**src/pmp_pkg.sv**
```systemverilog
// pmp_pkg: types and constants for the peer message parser
// no dependencies; used by pmp_front, pmp_fifo and peer_message_parser
package pmp_pkg;

  typedef enum logic [2:0] {
    PH_LEN     = 3'd0,
    PH_ID      = 3'd1,
    PH_FIELD   = 3'd2,
    PH_PAYLOAD = 3'd3,
    PH_SKIP    = 3'd4
  } phase_t;

  typedef enum logic [3:0] {
    KIND_KEEPALIVE  = 4'd0,
    KIND_CHOKE      = 4'd1,
    KIND_UNCHOKE    = 4'd2,
    KIND_INTERESTED = 4'd3,
    KIND_NOTINTER   = 4'd4,
    KIND_HAVE       = 4'd5,
    KIND_BITFIELD   = 4'd6,
    KIND_REQUEST    = 4'd7,
    KIND_PIECE      = 4'd8,
    KIND_CANCEL     = 4'd9,
    KIND_PORT       = 4'd10,
    KIND_UNKNOWN    = 4'd11,
    KIND_PAYLOAD    = 4'd12
  } kind_t;

  // message ids on the wire
  localparam logic [7:0] CODE_NOTINTER = 8'd3;
  localparam logic [7:0] CODE_HAVE     = 8'd4;
  localparam logic [7:0] CODE_BITFIELD = 8'd5;
  localparam logic [7:0] CODE_REQUEST  = 8'd6;
  localparam logic [7:0] CODE_PIECE    = 8'd7;
  localparam logic [7:0] CODE_CANCEL   = 8'd8;
  localparam logic [7:0] CODE_PORT     = 8'd9;

  localparam logic [3:0] PREFIX_BYTES = 4'd4;

  typedef struct packed {
    kind_t       kind;
    logic [31:0] piece_index;
    logic [31:0] block_begin;
    logic [31:0] block_length;
    logic [15:0] listen_port;
    logic [7:0]  payload_byte;
    logic        payload_last;
  } result_t;

  // field bytes following the id byte; zero for ids without fields
  function automatic logic [3:0] field_bytes(input logic [7:0] id);
    logic [3:0] n;
    n = 4'd0;
    unique case (id)
      CODE_HAVE:    n = 4'd4;
      CODE_REQUEST: n = 4'd12;
      CODE_PIECE:   n = 4'd8;
      CODE_CANCEL:  n = 4'd12;
      CODE_PORT:    n = 4'd2;
      default:      n = 4'd0;
    endcase
    return n;
  endfunction

endpackage

```
**src/pmp_front.sv**
```systemverilog
// pmp_front: byte-wise peer message parser, one result record per byte at most
// depends on pmp_pkg
module pmp_front import pmp_pkg::*; (
  input  logic        clk,
  input  logic        rst_n,
  input  logic        byte_valid,
  input  logic [7:0]  rx_byte,
  output logic        res_valid,
  output result_t     res
);

  phase_t      phase_r, phase_nxt;
  logic [3:0]  count_r, count_nxt;
  logic [31:0] left_r, left_nxt;
  logic [7:0]  id_r, id_nxt;
  logic [31:0] shift_r, shift_nxt;
  logic [31:0] index_r, index_nxt;
  logic [31:0] begin_r, begin_nxt;

  logic [3:0]  count_inc;
  logic [31:0] left_dec;
  logic [31:0] shift_in;

  assign count_inc = count_r + 4'd1;
  assign left_dec  = (left_r != 32'd0) ? left_r - 32'd1 : left_r;
  assign shift_in  = {shift_r[23:0], rx_byte};

  always_ff @(posedge clk) begin
    if (!rst_n) begin
      phase_r <= PH_LEN;
      count_r <= 4'd0;
      left_r  <= 32'd0;
      id_r    <= 8'd0;
      shift_r <= 32'd0;
      index_r <= 32'd0;
      begin_r <= 32'd0;
    end else if (byte_valid) begin
      phase_r <= phase_nxt;
      count_r <= count_nxt;
      left_r  <= left_nxt;
      id_r    <= id_nxt;
      shift_r <= shift_nxt;
      index_r <= index_nxt;
      begin_r <= begin_nxt;
    end
  end

  always_comb begin
    phase_nxt = phase_r;
    count_nxt = count_r;
    left_nxt  = left_r;
    id_nxt    = id_r;
    shift_nxt = shift_r;
    index_nxt = index_r;
    begin_nxt = begin_r;
    res_valid = 1'b0;
    res       = '0;

    unique case (phase_r)
      PH_LEN: begin
        shift_nxt = shift_in;
        count_nxt = count_inc;
        if (count_inc >= PREFIX_BYTES) begin
          count_nxt = 4'd0;
          if (shift_in == 32'd0) begin
            res_valid = byte_valid;
            res.kind  = KIND_KEEPALIVE;
          end else begin
            left_nxt  = shift_in;
            phase_nxt = PH_ID;
          end
        end
      end

      PH_ID: begin
        id_nxt    = rx_byte;
        left_nxt  = left_dec;
        count_nxt = 4'd0;
        shift_nxt = 32'd0;
        if (rx_byte <= CODE_NOTINTER) begin
          res_valid = byte_valid;
          res.kind  = kind_t'(rx_byte[3:0] + 4'd1);
          phase_nxt = (left_dec == 32'd0) ? PH_LEN : PH_SKIP;
        end else if (rx_byte == CODE_BITFIELD) begin
          res_valid        = byte_valid;
          res.kind         = KIND_BITFIELD;
          res.block_length = left_dec;
          phase_nxt        = (left_dec == 32'd0) ? PH_LEN : PH_PAYLOAD;
        end else if (field_bytes(rx_byte) != 4'd0) begin
          phase_nxt = PH_FIELD;
        end else begin
          res_valid = byte_valid;
          res.kind  = KIND_UNKNOWN;
          phase_nxt = (left_dec == 32'd0) ? PH_LEN : PH_SKIP;
        end
      end

      PH_FIELD: begin
        shift_nxt = shift_in;
        left_nxt  = left_dec;
        count_nxt = count_inc;
        if (count_inc == 4'd4) begin
          index_nxt = shift_in;
        end else if (count_inc == 4'd8) begin
          begin_nxt = shift_in;
        end
        if (count_inc >= field_bytes(id_r)) begin
          count_nxt = 4'd0;
          res_valid = byte_valid;
          phase_nxt = (left_dec == 32'd0) ? PH_LEN : PH_SKIP;
          // index and begin come from next values: the final byte may load them
          priority case (id_r)
            CODE_HAVE: begin
              res.kind        = KIND_HAVE;
              res.piece_index = index_nxt;
            end
            CODE_PIECE: begin
              res.kind         = KIND_PIECE;
              res.piece_index  = index_nxt;
              res.block_begin  = begin_nxt;
              res.block_length = left_dec;
              phase_nxt        = (left_dec == 32'd0) ? PH_LEN : PH_PAYLOAD;
            end
            CODE_PORT: begin
              res.kind        = KIND_PORT;
              res.listen_port = shift_in[15:0];
            end
            default: begin
              res.kind         = (id_r == CODE_REQUEST) ? KIND_REQUEST : KIND_CANCEL;
              res.piece_index  = index_nxt;
              res.block_begin  = begin_nxt;
              res.block_length = shift_in;
            end
          endcase
        end
      end

      PH_PAYLOAD: begin
        res_valid        = byte_valid;
        res.kind         = KIND_PAYLOAD;
        res.payload_byte = rx_byte;
        res.payload_last = (left_r <= 32'd1);
        left_nxt         = left_dec;
        if (left_dec == 32'd0) begin
          phase_nxt = PH_LEN;
        end
      end

      PH_SKIP: begin
        left_nxt = left_dec;
        if (left_dec == 32'd0) begin
          phase_nxt = PH_LEN;
        end
      end

      default: begin
        phase_nxt = PH_LEN;
        count_nxt = 4'd0;
      end
    endcase
  end

endmodule

```
**src/pmp_fifo.sv**
```systemverilog
// pmp_fifo: result queue between the parser and the result ports
// depends on pmp_pkg
module pmp_fifo import pmp_pkg::*; #(
  parameter int DEPTH = 4
) (
  input  logic    clk,
  input  logic    rst_n,
  input  logic    wr_en,
  input  result_t wr_data,
  output logic    full,
  input  logic    rd_en,
  output result_t rd_data,
  output logic    empty
);

  localparam int AW = (DEPTH > 1) ? $clog2(DEPTH) : 1;
  localparam int CW = $clog2(DEPTH + 1);

  result_t       mem_r [DEPTH];
  logic [AW-1:0] wr_ptr_r, wr_ptr_nxt;
  logic [AW-1:0] rd_ptr_r, rd_ptr_nxt;
  logic [CW-1:0] count_r, count_nxt;
  logic          do_wr, do_rd;

  assign full    = (count_r == CW'(DEPTH));
  assign empty   = (count_r == '0);
  assign do_wr   = wr_en && !full;
  assign do_rd   = rd_en && !empty;
  assign rd_data = mem_r[rd_ptr_r];

  always_comb begin
    wr_ptr_nxt = wr_ptr_r;
    rd_ptr_nxt = rd_ptr_r;
    count_nxt  = count_r;
    if (do_wr) begin
      wr_ptr_nxt = (wr_ptr_r == AW'(DEPTH - 1)) ? '0 : wr_ptr_r + AW'(1);
    end
    if (do_rd) begin
      rd_ptr_nxt = (rd_ptr_r == AW'(DEPTH - 1)) ? '0 : rd_ptr_r + AW'(1);
    end
    if (do_wr && !do_rd) begin
      count_nxt = count_r + CW'(1);
    end else if (do_rd && !do_wr) begin
      count_nxt = count_r - CW'(1);
    end
  end

  always_ff @(posedge clk) begin
    if (!rst_n) begin
      wr_ptr_r <= '0;
      rd_ptr_r <= '0;
      count_r  <= '0;
    end else begin
      wr_ptr_r <= wr_ptr_nxt;
      rd_ptr_r <= rd_ptr_nxt;
      count_r  <= count_nxt;
    end
  end

  always_ff @(posedge clk) begin
    if (do_wr) begin
      mem_r[wr_ptr_r] <= wr_data;
    end
  end

endmodule

```
**src/peer_message_parser.sv**
```systemverilog
// channel  | handshake         | payload
// input    | push / full       | in_rx_byte
// result   | pop / empty       | out_msg_kind, out_piece_index, out_block_begin,
//          |                   | out_block_length, out_listen_port, out_payload_byte,
//          |                   | out_payload_last
// one byte is taken per clock while full is low; a result that it causes is
// written into the result queue in that cycle and reaches the result ports once
// the records ahead of it are popped. the result queue holds DEPTH records;
// full rises only when all are waiting to be popped, so a stalled consumer
// stops input after DEPTH results. reset clears parser state and the queue.
// depends on pmp_pkg, pmp_front, pmp_fifo
module peer_message_parser import pmp_pkg::*; #(
  parameter int DEPTH = 4
) (
  input  logic        clk,
  input  logic        rst_n,
  input  logic        push,
  output logic        full,
  input  logic [7:0]  in_rx_byte,
  input  logic        pop,
  output logic        empty,
  output logic [3:0]  out_msg_kind,
  output logic [31:0] out_piece_index,
  output logic [31:0] out_block_begin,
  output logic [31:0] out_block_length,
  output logic [15:0] out_listen_port,
  output logic [7:0]  out_payload_byte,
  output logic        out_payload_last
);

  logic    take;
  logic    res_valid;
  result_t res;
  result_t head;

  assign take = push && !full;

  pmp_front u_front (
    .clk        (clk),
    .rst_n      (rst_n),
    .byte_valid (take),
    .rx_byte    (in_rx_byte),
    .res_valid  (res_valid),
    .res        (res)
  );

  pmp_fifo #(.DEPTH(DEPTH)) u_fifo (
    .clk     (clk),
    .rst_n   (rst_n),
    .wr_en   (res_valid),
    .wr_data (res),
    .full    (full),
    .rd_en   (pop),
    .rd_data (head),
    .empty   (empty)
  );

  assign out_msg_kind     = head.kind;
  assign out_piece_index  = head.piece_index;
  assign out_block_begin  = head.block_begin;
  assign out_block_length = head.block_length;
  assign out_listen_port  = head.listen_port;
  assign out_payload_byte = head.payload_byte;
  assign out_payload_last = head.payload_last;

endmodule
```
**config.mk**
```make
export PLATFORM = sky130hd
export DESIGN_NAME = peer_message_parser
export DESIGN_NICKNAME = d
export VERILOG_FILES = /design/src/pmp_pkg.sv /design/src/pmp_front.sv /design/src/pmp_fifo.sv /design/src/peer_message_parser.sv
export SDC_FILE = /design/constraint.sdc
export NUM_CORES = 1
export LEC_CHECK = 0
export CAP_MARGIN = 15
export CORE_MARGIN = 4
export CORE_UTILIZATION = 44
export DETAILED_ROUTE_END_ITERATION = 16
export DONT_BUFFER_PORTS = 1
export MAX_ROUTING_LAYER = met4
export PLACE_DENSITY = 0.56
export SLEW_MARGIN = 20
export SYNTH_ARGS = -nofsm -noshare
export SYNTH_HDL_FRONTEND = slang
export SYNTH_HIERARCHICAL = 1
export SYNTH_SLANG_ARGS = --single-unit
```
**constraint.sdc**
```tcl
create_clock -name clk -period 17.3 [get_ports clk]
set_input_delay 3.46 -clock clk [delete_from_list [all_inputs] [get_ports clk]]
set_output_delay 3.46 -clock clk [all_outputs]
set_load 0.05 [all_outputs]
```
==> impl_metrics.tcl <==
set metrics [dict create \
    status "finished clean" \
    clock_skew_ns 0.0253 \
    postCtsSetupBuffers 0 \
    wire_per_inst_microns 24.4 \
    worst_ep_required_time_ns 13.84 \
    cts-root-buf "clkbuf_16" \
    dp.final_hpwl_microns 42300 \
    syn_area_sq_um 27300 \
    cts.clk_slew.worst_paths_ns 0.06 \
    setup_viol 0 \
    post-route-min-period_ns 6.99 \
    synth-seq-cells 644 \
    maxCapViolCount 0 \
    start_kind "flop" \
    drive_gt1_frac 0.152 \
    wirelength_microns 69300 \
    syn_to_final_growth_pct 11.1 \
    grt_use_total 0.215 \
    cp.arrival_ns 3.53 \
    min_path_type "flop to flop" \
    num_vias 16313 \
    hold_buffers 0 \
    initial_utilization 0.443 \
    hold_ws_ns 0.463 \
    crit_buf_inv 2 \
    fill_cells 5233 \
    cts_tree "done" \
    crit_path_frequent_cell "buf_4" \
    die_x_microns 257 \
    hold_viol_final 0 \
    synth_top_area_frac 0.550 \
    finalSetupTns_ns 0 \
    final_nets 1977 \
    grt_overflow 0 \
    async_flop_share 0 \
    max_slew.worst_pin.slew_ns 1.14 \
    power_density_nw_per_um2 126 \
    fmax_mhz 143 \
    routed_via_density 5.73 \
    seq_area_frac_synth 0.656 \
    remaining_drc_errors 0 \
    die_area_sq_um 66100 \
    num_rows 91 \
    synth_fp_nets 2030 \
    synth_area_leaders "edfxtp_1, dfxtp_1, mux4_2" \
    die_h_microns 257 \
    cts_made_buffers 70 \
    max_stage_delay_ns 0.81 \
    clk_latency_ns 0.60 \
    grt_max_degree 148 \
    avgSynthCellArea_sq_um 13.6 \
    gp_congestion 0.894 \
    worstPathCellList "buf_4, buf_4, mux4_2" \
    post-route-util 0.492 \
    synth_edf_count 500 \
    min_period_over_period 0.404 \
    synth_top_cell_by_area "edfxtp_1" \
    drt_iter0_markers 1384 \
    cts-htree-levels 3 \
    antenna_found_initial 0 \
    ys_top_cells_by_count "edfxtp_1, nand2_1, dfxtp_1, mux4_2, clkbuf_1" \
    max_slew_margin 0.236 \
    firstDrtPassIters 5 \
    cts_resized 0 \
    cts.sinks 644 \
    core-area_sq_um 61600 \
    ioPinCount 139 \
    ys_types 73 \
    grt_setup_unrepaired "no" \
    crit_type "flop to primary output" \
    finalMaxSlewViolations 0 \
    power.total_w 0.00381 \
    critPathCaptureType "primary output" \
    crit_slowest_cell "buf_4" \
    io_buffers 0 \
    synth_flop_cell "edfxtp_1" \
    critical_path.top_delay_family "buffers and inverters" \
    critPathMaxFanout 40 \
    synth_most_common_cell "edfxtp_1" \
    antenna_left 0 \
    grt_pass1_wl_microns 105000 \
    ys_warn_count 6 \
    cellLeakagePower_nw 9.47 \
    ir_drop_mv 0.0941 \
    syn_inst 2001 \
    cts_buffer_depth 3 \
    grt_pass1_vias 16172 \
]
-- kinds of logic (layout without fill, tap and decap cells) --
family          after synthesis  count (layout)  share of synthesized area
mux                         131             131                      0.106
fa+ha+maj                    17              17                    0.00807
compound gates              352             352                     0.0821
other cells                   0               4                          0
flops                       644             644                      0.656
buf+inv                     176             179                     0.0287
xor+xnor                     27              27                    0.00867
simple gates                654             654                      0.111
-- final timing paths --
path	slack, ns	cells past startpoint	endpoint	start
setup / recovery	10.31	3	out_block_length[31]	flop
hold / removal	0.46	2	u_front/index_r[8]	u_front/index_r[8]
setup reg to reg	11.65	12	u_fifo/mem_r[3][62]	u_front/id_r[4]
hold reg to reg	0.46	2	u_front/index_r[8]	u_front/index_r[8]
-- registers in the layout, summed over array words and instances, names as in the netlist, named ones only --
register         count
u_fifo/mem_r       500
u_fifo/count_r       3
u_fifo/wr_ptr_r      2
u_front/left_r      32
u_front/shift_r     24
u_front/index_r     32
u_front/count_r      4
u_front/begin_r     32
u_front/id_r         8
u_fifo/rd_ptr_r      2
u_front/phase_r      3
-- cells in the final DEF (no fill, tap or decap), drive strengths merged, types with 10 or more instances in the layout --
cell type / instances
clkbuf: 92
inv: 22
nand3: 45
nor4: 17
xnor2: 17
o22ai: 14
nand4: 12
dfxtp: 144
xor2: 10
buf: 33
nor2: 63
nand2: 358
mux4: 125
ha: 16
nor3: 36
edfxtp: 500
nor2b: 31
a21oi: 108
and2: 28
and3: 20
o21ai: 63
clkinv: 23
a211oi: 16
a21boi: 101
-- worst min-delay path, stage by stage, from the launching register on --
cell	delay [ns]
dfxtp_1	0.31
nand2_1	0.05
a21boi_0	0.06
-- area by class of cell --
| type | count | area (sq um) | share of cell area |
|---|---|---|---|
| multi-input cells | 1181 | 8670 | 0.286 |
| repair buffers | 33 | 248 | 0.00817 |
| clock inverters | 36 | 418 | 0.0138 |
| inverters | 18 | 67.6 | 0.00223 |
| clock buffers | 92 | 1940 | 0.0639 |
| diodes | 4 | 10.0 | 0.000330 |
| well taps | 837 | 1050 | 0.0346 |
| flip-flops and latches | 644 | 17900 | 0.591 |
-- power breakdown --
part | switching [W] | total (W) | internal (W)
combinational | 0.000433 | 0.000607 | 0.000175
sequential | 0.0000285 | 0.00169 | 0.00166
clock | 0.000601 | 0.00152 | 0.000914
total | 0.00106 | 0.00381 | 0.00275
-- metrics by stage --
stage,setup slack (ns),cell area [sq um],std cells
6_report,10.31,30300,2845
5_1_grt,9.97,30300,2841
4_1_cts,10.13,30300,2841
3_5_place_dp,9.92,27900,2713
3_3_place_gp,9.94,27900,2713
2_1_floorplan,8.74,27300,2001
-- layer usage --
| metal | wire length [microns] | up-vias | GRT usage | share of wire |
|---|---|---|---|---|
| li1 | - | 7383 | - | - |
| met1 | 30400 | 8352 | 0.294 | 0.44 |
| met2 | 32500 | 489 | 0.328 | 0.47 |
| met3 | 4820 | 89 | 0.0474 | 0.069 |
| met4 | 1540 | 0 | 0.0615 | 0.022 |
| met5 | 0 | - | - | 0 |
Power figures use the tool's default switching activity.
